===== src/hdl/sme_pkg.sv =====
package sme_pkg;

	localparam int SAMPLE_W = 16;
	localparam int RECIP_W  = 24;
	localparam int CFG_IDX_W = 8;
	localparam int CFG_DATA_W = 13;

	localparam logic [CFG_IDX_W-1:0] REG_DELAY_STEP = 8'd0;
	localparam logic [CFG_IDX_W-1:0] REG_TAP_COUNT  = 8'd1;
	localparam logic [CFG_IDX_W-1:0] REG_ALT_POL    = 8'd2;
	localparam logic [CFG_IDX_W-1:0] REG_DIV_MODE   = 8'd3;

	localparam logic [12:0] DELAY_STEP_RST = 13'd240;
	localparam logic [5:0]  TAP_COUNT_RST  = 6'd21;

	// per-tap control that rides alongside the history read
	typedef struct packed {
		logic                zero;
		logic                use_dry;
		logic                neg;
		logic                last;
		logic [RECIP_W-1:0]  recip;
	} tap_ctrl_t;

	typedef enum logic [3:0] {
		ST_IDLE  = 4'b0001,
		ST_ISSUE = 4'b0010,
		ST_DRAIN = 4'b0100,
		ST_LOAD  = 4'b1000
	} seq_state_t;

endpackage


===== src/hdl/sme_mix.sv =====
module sme_mix
	import sme_pkg::*;
(
	input  logic                       clk,
	input  logic                       arst_n,
	input  logic                       load,
	input  logic signed [SAMPLE_W-1:0] dry_l,
	input  logic signed [SAMPLE_W-1:0] dry_r,
	input  logic signed [SAMPLE_W-1:0] wet_l,
	input  logic signed [SAMPLE_W-1:0] wet_r,
	input  logic                       m_tready,
	output logic                       m_tvalid,
	output logic [2*SAMPLE_W-1:0]      m_tdata
);

	logic signed [SAMPLE_W:0]   sum_l;
	logic signed [SAMPLE_W:0]   sum_r;
	logic signed [SAMPLE_W:0]   half_l;
	logic signed [SAMPLE_W:0]   half_r;
	logic [2*SAMPLE_W-1:0]      data_q;
	logic                       valid_q;

	// halve with truncation toward zero
	always_comb begin
		sum_l  = (SAMPLE_W+1)'(dry_l) + (SAMPLE_W+1)'(wet_l);
		sum_r  = (SAMPLE_W+1)'(dry_r) + (SAMPLE_W+1)'(wet_r);
		half_l = (sum_l + (SAMPLE_W+1)'(sum_l[SAMPLE_W])) >>> 1;
		half_r = (sum_r + (SAMPLE_W+1)'(sum_r[SAMPLE_W])) >>> 1;
	end

	always_ff @(posedge clk) begin
		if (load) begin
			data_q <= {half_r[SAMPLE_W-1:0], half_l[SAMPLE_W-1:0]};
		end
	end

	always_ff @(posedge clk or negedge arst_n) begin
		if (!arst_n) begin
			valid_q <= 1'b0;
		end else if (load) begin
			valid_q <= 1'b1;
		end else if (m_tready) begin
			valid_q <= 1'b0;
		end
	end

	assign m_tvalid = valid_q;
	assign m_tdata  = data_q;

endmodule


===== config.mk =====
export PLATFORM = sky130hd
export DESIGN_NAME = sme_mix
export DESIGN_NICKNAME = d
export VERILOG_FILES = /design/src/hdl/sme_pkg.sv /design/src/hdl/sme_mix.sv
export SDC_FILE = /design/constraint.sdc
export NUM_CORES = 1
export LEC_CHECK = 0
export ABC_AREA = 0
export BUFFER_PORTS_ARGS = -buffer_cell sky130_fd_sc_hd__buf_2
export CAP_MARGIN = 20
export CORE_ASPECT_RATIO = 0.9
export CORE_UTILIZATION = 47
export DETAILED_ROUTE_END_ITERATION = 8
export PLACE_DENSITY = 0.87
export SYNTH_ARGS = -nofsm -noshare
export SYNTH_HDL_FRONTEND = slang
export SYNTH_SLANG_ARGS = --single-unit

===== constraint.sdc =====
create_clock -name clk -period 0.8 [get_ports clk]
set_input_delay 0.04 -clock clk [delete_from_list [all_inputs] [get_ports clk]]
set_output_delay 0.04 -clock clk [all_outputs]
set_load 0.01 [all_outputs]

==> summary.txt <==
Status
  • Status: finished, violations left
  • Failing checks: negative setup slack

Logic synthesis
  • EDFF count, synth: 32
  • Mapped Cells: 344
  • Synth Net Count: 446
  • Mean Syn Cell Area: 9.45 um2
  • Cell Area, Synth: 3250 um2
  • Sequential share of the synthesized area: 30.3%
  • Yosys synthesis warning count: 0
  • Synthesis-stage register bit count: 33
  • Synth async-reset ratio: 3.03%
  • Synth cell types: 60
  • Post-synth top flop: edfxtp_1

Critical path
  • Worst setup EP type: flop
  • Worst path max stage delay: 0.60 ns
  • CP Class: in -> reg
  • Largest delay share family, worst path: simple AND/OR/NAND/NOR gates
  • WP buf/inv: 4
  • CP max FO: 5
  • Crit path arrival time: 2.90 ns
  • Worst path cell trace: buf_8 -> ha_4 -> inv_2 -> fa_2 -> nor2b_4 -> o31a_4 -> buf_6 -> o21ai_4 -> a21boi_2 -> nor4_4 -> nand2_2 -> buf_4 -> nor4b_4 -> xor2_1
  • Crit-path slowest cell: nor4_4
  • CP Launch Type: input port
  • WP data required: 0.85 ns

Floorplanning
  • Die height: 80.9 um
  • Initial Utilization: 49.1%
  • Cell Rows: 28
  • Die Width: 89.7 um
  • Die area: 7260 um2
  • Core area: 6620 um2
  • IO Count: 101

Clocking
  • Clk root buf: clkbuf_8
  • CTS clock-pin slew for the worst setup and hold paths: 0.08 ns
  • CTS Sinks: 33
  • Htree depth: 2
  • CTS tree: built
  • Bufs on Longest Clock Path: 2
  • Worst-skew pair later-pin latency: 0.30 ns
  • CTS Buf Count: 5

Final layout
  • Nets: 687
  • Layout cells sized above 1: 59.2%
  • Register area: 986 um2
  • Synth-to-Final Area Change: 76.7%
  • Final Util: 86.8%
  • Area of the multi-input gates: 2800 um2
  • # fillers: 281
  • Number of cells in the finished layout apart from fillers: 679

Pwr
  • LEAKAGE: 2.60 nW
  • Total power: 9.42 mW
  • Worst vdd ir: 0.780 mV
  • Power per standard cell area: 1640 nW/um2

Placement
  • # port buffers: 100
  • Setup slack at placement: -1.87 ns
  • GP Congestion: 0.867
  • Dpl hpwl: 7930 um
  • Inst Count DP: 650

Timing
  • Fmax: 351 MHz
  • WHS: 0.0424 ns
  • Slew HR: 35.5%
  • Slew Viols, Final: 0
  • Final Critical Period: 2.85 ns
  • Period utilization: 356%
  • Layout Skew: 0 ns
  • Setup ws final: -2.05 ns
  • Setup repair after global routing missed its margin: yes
  • Fin. Hold Viols: 0
  • Final setup viols: 65
  • Worst slew pin tran: 0.962 ns

GRT
  • Grt ovf: 0
  • Vias in the first global route: 3976
  • Largest net degree at the start of global routing: 34
  • GRT Total Usage: 35.8%
  • Antenna violations before repair: 1
  • First-pass GRT wire length: 19500 um

Route
  • DRC: 0
  • Vias: 4465
  • Starting DRT DRC Count: 608
  • Remaining antenna violation count: 0
  • WL final: 16700 um
  • DR vias/cell: 6.58
  • DRT Pass-1 Iters: 7
  • Drt wl/cell: 24.7 um

Worst hold path
  • Worst hold path type: in -> async

Job
  • Max Cap Viol: 0
-- per-layer routing --
| layer | GRT usage [%] | share of wire (%) | vias up | wire [um] |
|---|---|---|---|---|
| met2 | 63.5 | 45 | 497 | 7490 |
| met4 | 19.0 | 8.5 | 0 | 1420 |
| met5 | 0 | 0 | - | 0 |
| li1 | - | - | 1782 | - |
| met3 | 7.01 | 15 | 168 | 2430 |
| met1 | 40.1 | 32 | 2018 | 5410 |
-- synth_stat cells, types with 5 or more instances --
cell | n | area (um2)
xnor2_1 | 35 | 307
ha_1 | 32 | 400
nor2_1 | 27 | 101
nor3_1 | 9 | 45.0
and3_1 | 6 | 37.5
o21a_1 | 5 | 37.5
xor2_1 | 15 | 131
o21ai_0 | 17 | 85.1
edfxtp_1 | 32 | 961
nand2_1 | 15 | 56.3
inv_1 | 16 | 60.1
a21o_1 | 12 | 90.1
a31oi_1 | 5 | 31.3
nand3_1 | 8 | 40.0
a211oi_1 | 5 | 37.5
nand4_1 | 6 | 37.5
a21oi_1 | 24 | 120
-- cell usage in the layout (no fill, tap or decap), types with 6 or more instances in the layout --
cell / n
buf_6: 20
ha_1: 28
a21oi_2: 6
nand2_1: 10
xor2_1: 11
o21ai_0: 13
xnor2_2: 11
xnor2_1: 24
edfxtp_1: 32
a21o_1: 12
buf_2: 95
buf_4: 120
nor2_1: 20
nor3_1: 6
nand4_1: 6
a21oi_1: 16
inv_1: 13
and3_1: 6
-- state kept, by name, summed over array words and instances, names as in the netlist --
register,cells
m_tvalid,1
m_tdata,32
-- metrics by stage --
stage          setup TNS, ns  instance area, um2
3_3_place_gp          -49.89                4950
3_5_place_dp          -52.44                4950
6_report              -52.68                5750
2_1_floorplan         -41.17                3440
4_1_cts               -42.24                5520
5_1_grt               -55.03                5750
-- cell families after synthesis --
group	share of synthesized area (%)
AOI/OAI and AO/OA	21.4
xor gates and xnor gates	13.5
adders and majority gates	13.5
buffers and inverters	2.46
DFF	30.3
muxes	0.654
and+or+nand+nor	18.2
-- report_power, final --
group / internal, mW / switching, mW / total, mW
Combinational: 2.51 / 2.87 / 5.38
Clock: 0.918 / 0.703 / 1.62
Sequential: 2.29 / 0.126 / 2.42
Total: 5.72 / 3.70 / 9.42
-- final timing paths --
path / depth (start not counted) / to / slack (ns) / startpoint
setup / recovery: 14 / m_tdata[29]$_DFFE_PP_ / -2.05 / dry_r[0]
hold / removal: 2 / m_tvalid$_DFFE_PN0P_ / 0.04 / arst_n
setup reg to reg: 1 / m_tvalid$_DFFE_PN0P_ / 0.09 / m_tvalid$_DFFE_PN0P_
hold reg to reg: 1 / m_tvalid$_DFFE_PN0P_ / 0.56 / m_tvalid$_DFFE_PN0P_
max in group asynchronous: 2 / m_tvalid$_DFFE_PN0P_ / 0.68 / arst_n
min in group clk: 3 / m_tvalid$_DFFE_PN0P_ / 0.08 / m_tready
-- timing repair --
action                                  in CTS  in global routing
endpoints found under the setup margin      65                 65
resized for setup                           67                 31
hold buffers                                 1                  0
pin swaps                                   42                 14
buffers inserted                            12                 10
hold endpoints to repair                     1                  0
-- final cells by class --
class	instances	share of cell area, %
diodes	3	0.131
clock buffers	5	1.20
clock inverters	3	0.718
inverters	16	1.05
multi-input cells	290	48.8
flip-flops and latches	33	17.2
well taps	90	1.96
repair buffers	239	29.0
(Power assumes the default switching activity.)
