**config.mk**
```make
export PLATFORM = sky130hd
export DESIGN_NAME = sme_lane
export DESIGN_NICKNAME = d
export VERILOG_FILES = /design/src/hdl/sme_pkg.sv /design/src/hdl/sme_lane.sv
export SDC_FILE = /design/constraint.sdc
export NUM_CORES = 1
export LEC_CHECK = 0
export BUFFER_PORTS_ARGS = -buffer_cell sky130_fd_sc_hd__buf_4
export CAP_MARGIN = 20
export CORE_ASPECT_RATIO = 2
export CORE_MARGIN = 1.5
export CORE_UTILIZATION = 50
export CTS_CLUSTER_SIZE = 40
export DETAILED_ROUTE_END_ITERATION = 12
export PLACE_DENSITY = 0.67
export SLEW_MARGIN = 5
export SYNTH_ARGS = -nofsm -noshare
export SYNTH_HDL_FRONTEND = slang
export SYNTH_SLANG_ARGS = --single-unit
```
**constraint.sdc**
```tcl
create_clock -name clk -period 4.5 [get_ports clk]
set_input_delay 0.9 -clock clk [delete_from_list [all_inputs] [get_ports clk]]
set_output_delay 0.9 -clock clk [all_outputs]
set_load 0.01 [all_outputs]
```
**src/hdl/sme_pkg.sv**
```systemverilog
package sme_pkg;

	localparam int SAMPLE_W = 16;
	localparam int RECIP_W  = 24;
	localparam int CFG_IDX_W = 8;
	localparam int CFG_DATA_W = 13;

	localparam logic [CFG_IDX_W-1:0] REG_DELAY_STEP = 8'd0;
	localparam logic [CFG_IDX_W-1:0] REG_TAP_COUNT  = 8'd1;
	localparam logic [CFG_IDX_W-1:0] REG_ALT_POL    = 8'd2;
	localparam logic [CFG_IDX_W-1:0] REG_DIV_MODE   = 8'd3;

	localparam logic [12:0] DELAY_STEP_RST = 13'd240;
	localparam logic [5:0]  TAP_COUNT_RST  = 6'd21;

	// per-tap control that rides alongside the history read
	typedef struct packed {
		logic                zero;
		logic                use_dry;
		logic                neg;
		logic                last;
		logic [RECIP_W-1:0]  recip;
	} tap_ctrl_t;

	typedef enum logic [3:0] {
		ST_IDLE  = 4'b0001,
		ST_ISSUE = 4'b0010,
		ST_DRAIN = 4'b0100,
		ST_LOAD  = 4'b1000
	} seq_state_t;

endpackage

```
**src/hdl/sme_lane.sv**
```systemverilog
module sme_lane
	import sme_pkg::*;
#(
	parameter int ACC_W = 23
) (
	input  logic                       clk,
	input  logic                       arst_n,
	input  logic                       clr,
	input  logic                       tap_v,
	input  tap_ctrl_t                  ctrl,
	input  logic signed [SAMPLE_W-1:0] smp,
	input  logic signed [SAMPLE_W-1:0] dry,
	output logic                       done,
	output logic signed [SAMPLE_W-1:0] wet
);

	logic signed [SAMPLE_W:0]          x;
	logic signed [SAMPLE_W:0]          xs;
	logic [SAMPLE_W-1:0]               mag;
	logic [SAMPLE_W+RECIP_W-1:0]       prod_s2;
	logic                              sgn_s2;
	logic                              v_s2;
	logic                              last_s2;
	logic [SAMPLE_W-1:0]               q;
	logic signed [ACC_W-1:0]           term;
	logic signed [ACC_W-1:0]           acc_q;
	logic                              done_q;

	always_comb begin
		if (ctrl.zero) begin
			x = '0;
		end else if (ctrl.use_dry) begin
			x = {dry[SAMPLE_W-1], dry};
		end else begin
			x = {smp[SAMPLE_W-1], smp};
		end
		xs  = ctrl.neg ? -x : x;
		mag = xs[SAMPLE_W] ? SAMPLE_W'(-xs) : xs[SAMPLE_W-1:0];
	end

	always_ff @(posedge clk) begin
		prod_s2 <= {{RECIP_W{1'b0}}, mag} * {{SAMPLE_W{1'b0}}, ctrl.recip};
		sgn_s2  <= xs[SAMPLE_W];
		last_s2 <= ctrl.last;
	end

	always_ff @(posedge clk or negedge arst_n) begin
		if (!arst_n) begin
			v_s2 <= 1'b0;
		end else begin
			v_s2 <= tap_v;
		end
	end

	// reciprocal is scaled by 2^RECIP_W and exact for 16-bit magnitudes
	assign q    = prod_s2[RECIP_W +: SAMPLE_W];
	assign term = sgn_s2 ? -ACC_W'(q) : ACC_W'(q);

	always_ff @(posedge clk or negedge arst_n) begin
		if (!arst_n) begin
			acc_q  <= '0;
			done_q <= 1'b0;
		end else begin
			done_q <= v_s2 && last_s2;
			if (clr) begin
				acc_q <= '0;
			end else if (v_s2) begin
				acc_q <= acc_q + term;
			end
		end
	end

	always_comb begin
		if (acc_q > ACC_W'(32767)) begin
			wet = 16'sh7fff;
		end else if (acc_q < -ACC_W'(32768)) begin
			wet = 16'sh8000;
		end else begin
			wet = acc_q[SAMPLE_W-1:0];
		end
	end

	assign done = done_q;

endmodule

```
==> results <==
- The number of failing hold endpoints at the final stage is 0.
- STA puts the critical path data required time at 4.67 ns.
- For hold timing, the worst endpoint is done.
- In this run the critical register-to-register path is captured at acc_q[21].
- The number of nets in the final layout is 2643.
- The mapped cell area is 0.0158 mm^2.
- The cell depth of the worst flop-to-flop path is 19.
- The highest cell delay on the worst timing path is 0.55 ns.
- Setup violations remaining at the end of the flow were counted as 16.
- Setup slack on the critical path of the routed design comes to -3.79 ns.
- The via count of the first global-routing pass is 15100.
- The area of the die is 0.0327 mm^2.
- The buffer cell driving the clock tree root is sky130_fd_sc_hd__clkbuf_16.
- Of all flip-flops after synthesis, the portion carrying an async set or reset was 0.581.
- The worst setup path is captured at a flop.
- In the post-synthesis netlist, the cell with the most instances is sky130_fd_sc_hd__inv_1.
- Across every metal layer, demand over resource in global routing totals 0.287.
- Counting every net in the synthesized netlist gives 2364.
- The sequential fraction of the synthesis area is 0.0625.
- The floorplan step set the die width to 129 um.
- Pin placement for this block handled 81 I/O pins.
- Relative to the synthesized area, the layout overhead comes to 25.8%.
- At the pin with the least slew margin, the transition time is 0.641 ns.
- The busiest layer in global routing is met2.
- The final global-route overflow total is 0.
- The share of the clock period used by the worst path after layout is 1.84.
- The first detailed-routing pass took 5 iterations.
- The reported max-cap violation count is 0.
- The worst setup path is of the input pin to flop kind.
- The sink count of the clock tree is 43.
- The total of warnings raised by yosys is 0.
- The met3 track utilization from global routing is 0.0210.
- In the routed layout, each cell is associated on average with a via count of 5.30.
- The initial antenna violation count is 0.
- Across the routed clock network, the largest skew measured is 0.00336 ns.
- The global-route wire length before repair is 72.6 mm.
- The finished cells cover 0.0198 mm^2.
- Static timing analysis puts the maximum clock frequency at 0.121 GHz.
- The final reports fail on negative setup slack.
- STA classifies the critical path startpoint as an input pin.
- The proportion of layout cells with a drive suffix above 1 is 0.232.
- Of the post-synthesis cell area, the dominant cell type holds 0.388.
- The register-to-register path setup slack is 0.25 ns.
- The area of the core region is 0.0310 mm^2.
- The final antenna-violating net count is 0.
- The cell seen most often among critical-path stages is sky130_fd_sc_hd__fa_1.
- The number of buffers inserted during clock tree synthesis is 5.
- The time the worst path needs with I/O delays and setup is 8.29 ns.
- For this run, global-route usage on met2 was measured as 0.571.
- In the synthesized netlist the dominant register cell turns out to be sky130_fd_sc_hd__dfrtp_1.
- The cell count after synthesis is 1860.
- In this run the most critical hold path is launched from last_s2.
- The synthesized design spends more area on one cell type than any other, namely sky130_fd_sc_hd__fa_1.
- Once placement finished, the instance area stood at 0.0189 mm^2.
- In this run the tool buffered the top-level ports with 80 buffer cells.
- The class of the most critical hold timing path is flop to flop.
- In this run, synthesis produced a sequential element count of 43.
- The number of enable flip-flop cells after synthesis is 0.
- The tightest hold path in the finished design has a slack of 0.447 ns.
- Setup repair after global routing could not meet its margin everywhere.
- The number of antenna diodes in the final layout is 0.
- Entering global routing, the biggest net connects 28 pins.
- The half-perimeter wire length of the detailed placement result is 37.9 mm.
- The count of standard-cell rows is 91.
- After the first detailed-routing iteration, the DRC count stood at 633.
- Dividing the synthesized area by the synthesized cell count gives 8.48 um^2.
- The cell type of the slowest stage on the worst timing path is sky130_fd_sc_hd__fa_1.
- The arrival time at the worst endpoint is 8.47 ns.
- The latest clock arrival within the worst-skew pair is 0.29 ns.
- Headroom to the max-slew limit came out at 0.567.
- The buffer depth of the longest clock path is 2.
- The routed design has 44.9 mm of wire.
- The height of the chip is 254 um.
- The effective utilization at floorplan is 0.509.
- The wire length per cell after detailed routing is 17.6 um.
- The total via count in the routed design is 13600.
- The number of different library cells used by synthesis comes to 69.
- In the post-synthesis netlist, the biggest area contributors are sky130_fd_sc_hd__fa_1, sky130_fd_sc_hd__ha_1, sky130_fd_sc_hd__inv_1, sky130_fd_sc_hd__nand2_1, sky130_fd_sc_hd__and2_1.
- By count the netlist is led by sky130_fd_sc_hd__inv_1, sky130_fd_sc_hd__nand2_1, sky130_fd_sc_hd__fa_1, sky130_fd_sc_hd__ha_1, sky130_fd_sc_hd__and2_1.
- The congestion estimate from routability-driven global placement came to 0.942.
- For this run, global-route usage on met1 was measured as 0.285.
- In this run the worst path has a maximum fanout of 13.
- The flow ran to the end, but the final reports show violations.
- The clock tree synthesis step divided the H-tree into 2 levels.
- The final-report max-slew violation count is 0.
- The DRC violation count after routing is 0.
- The number of cells on the worst hold path is 1.
- The register clock-pin slew on the reported worst setup and hold paths is 0.06 ns.
- The launching point of the worst reg2reg path is prod_s2[24].
- The CTS tree is yes.
## how the worst max path moves through the flow
stage / to / slack, ns / from / cells after the start
after floorplan: prod_s2[32] / -3.87 / ctrl[26] / 37
after global placement: prod_s2[37] / -4.19 / ctrl[26] / 32
after detailed placement: prod_s2[39] / -4.44 / ctrl[26] / 30
after CTS: prod_s2[39] / -3.69 / ctrl[26] / 36
after global routing: prod_s2[39] / -4.14 / ctrl[26] / 39
final: prod_s2[39] / -3.79 / ctrl[26] / 39
## layer usage
metal / part of all wire / up-vias
met3: 0.031 / 179
li1: - / 6226
met5: 0 / -
met4: 0.073 / 0
met1: 0.33 / 6764
met2: 0.56 / 391
## stage by stage
| step | setup TNS [ns] | instances | setup slack, ns | utilization |
|---|---|---|---|---|
| 4_1_cts | -56.59 | 2545 | -3.69 | 0.631 |
| 3_5_place_dp | -67.86 | 2522 | -4.44 | 0.611 |
| 2_1_floorplan | -58.46 | 1860 | -3.87 | - |
| 5_1_grt | -63.87 | 2558 | -4.14 | 0.641 |
| 3_3_place_gp | -64.52 | 2521 | -4.19 | 0.611 |
| 6_report | -58.63 | 2558 | -3.79 | 0.641 |
## worst max-delay path, delay by kind of cell
| family | cells | cell delay, ns |
|---|---|---|
| buf+inv | 11 | 1.19 |
| fa+ha+maj | 8 | 3.30 |
| xor+xnor | 2 | 0.25 |
| compound gates | 12 | 1.75 |
| mux | 1 | 0.17 |
| simple gates | 5 | 0.89 |
## cells by family (layout without fill, tap and decap cells)
family	Yosys count	count (layout)	share of synthesized area
and+or+nand+nor	602	602	0.179
muxes	34	34	0.0220
buffers and inverters	464	744	0.113
xor gates and xnor gates	74	74	0.0425
AOI/OAI and AO/OA	203	203	0.0862
DFF	43	43	0.0625
adders and majority gates	440	440	0.494
## area by class of cell
type / count / area, um^2
well taps: 418 / 523
clock buffers: 6 / 129
flip-flops and latches: 43 / 986
multi-input cells: 1353 / 13700
repair buffers: 348 / 3020
clock inverters: 2 / 12.5
fillers: 2644 / 11100
inverters: 388 / 1460
## placed cells by master, fill, tap and decap left out, types with 9 or more instances in the layout
master / instances
sky130_fd_sc_hd__a21oi_2: 12
sky130_fd_sc_hd__fa_1: 298
sky130_fd_sc_hd__xor2_1: 26
sky130_fd_sc_hd__a21o_1: 35
sky130_fd_sc_hd__nor2_1: 67
sky130_fd_sc_hd__xnor2_1: 34
sky130_fd_sc_hd__xnor2_2: 9
sky130_fd_sc_hd__dfxtp_1: 18
sky130_fd_sc_hd__and2_1: 116
sky130_fd_sc_hd__inv_2: 12
sky130_fd_sc_hd__inv_1: 376
sky130_fd_sc_hd__nand2_1: 301
sky130_fd_sc_hd__buf_4: 308
sky130_fd_sc_hd__nor3_1: 14
sky130_fd_sc_hd__dfrtp_1: 25
sky130_fd_sc_hd__nor2b_1: 13
sky130_fd_sc_hd__o21ai_0: 22
sky130_fd_sc_hd__a21oi_1: 38
sky130_fd_sc_hd__nand3_1: 11
sky130_fd_sc_hd__and2_4: 9
sky130_fd_sc_hd__buf_6: 12
sky130_fd_sc_hd__ha_1: 121
sky130_fd_sc_hd__mux2i_1: 29
sky130_fd_sc_hd__buf_12: 24
sky130_fd_sc_hd__ha_4: 12
sky130_fd_sc_hd__o21a_1: 21
## state kept, by name (all words and copies together), names as in the netlist
name,flops
v_s2,1
last_s2,1
done,1
sgn_s2,1
acc_q,23
prod_s2,16
## timing repair
action,4_1_cts,5_1_grt
pin swaps,41,25
buffers inserted,13,10
gates cloned,2,2
setup endpoints to repair,16,18
hold buffers,0,0
gates resized for setup,73,31
Power is left out: the tool's default activity adds up to more than one toggle a clock period on the data nets, which glitch-free logic cannot reach.
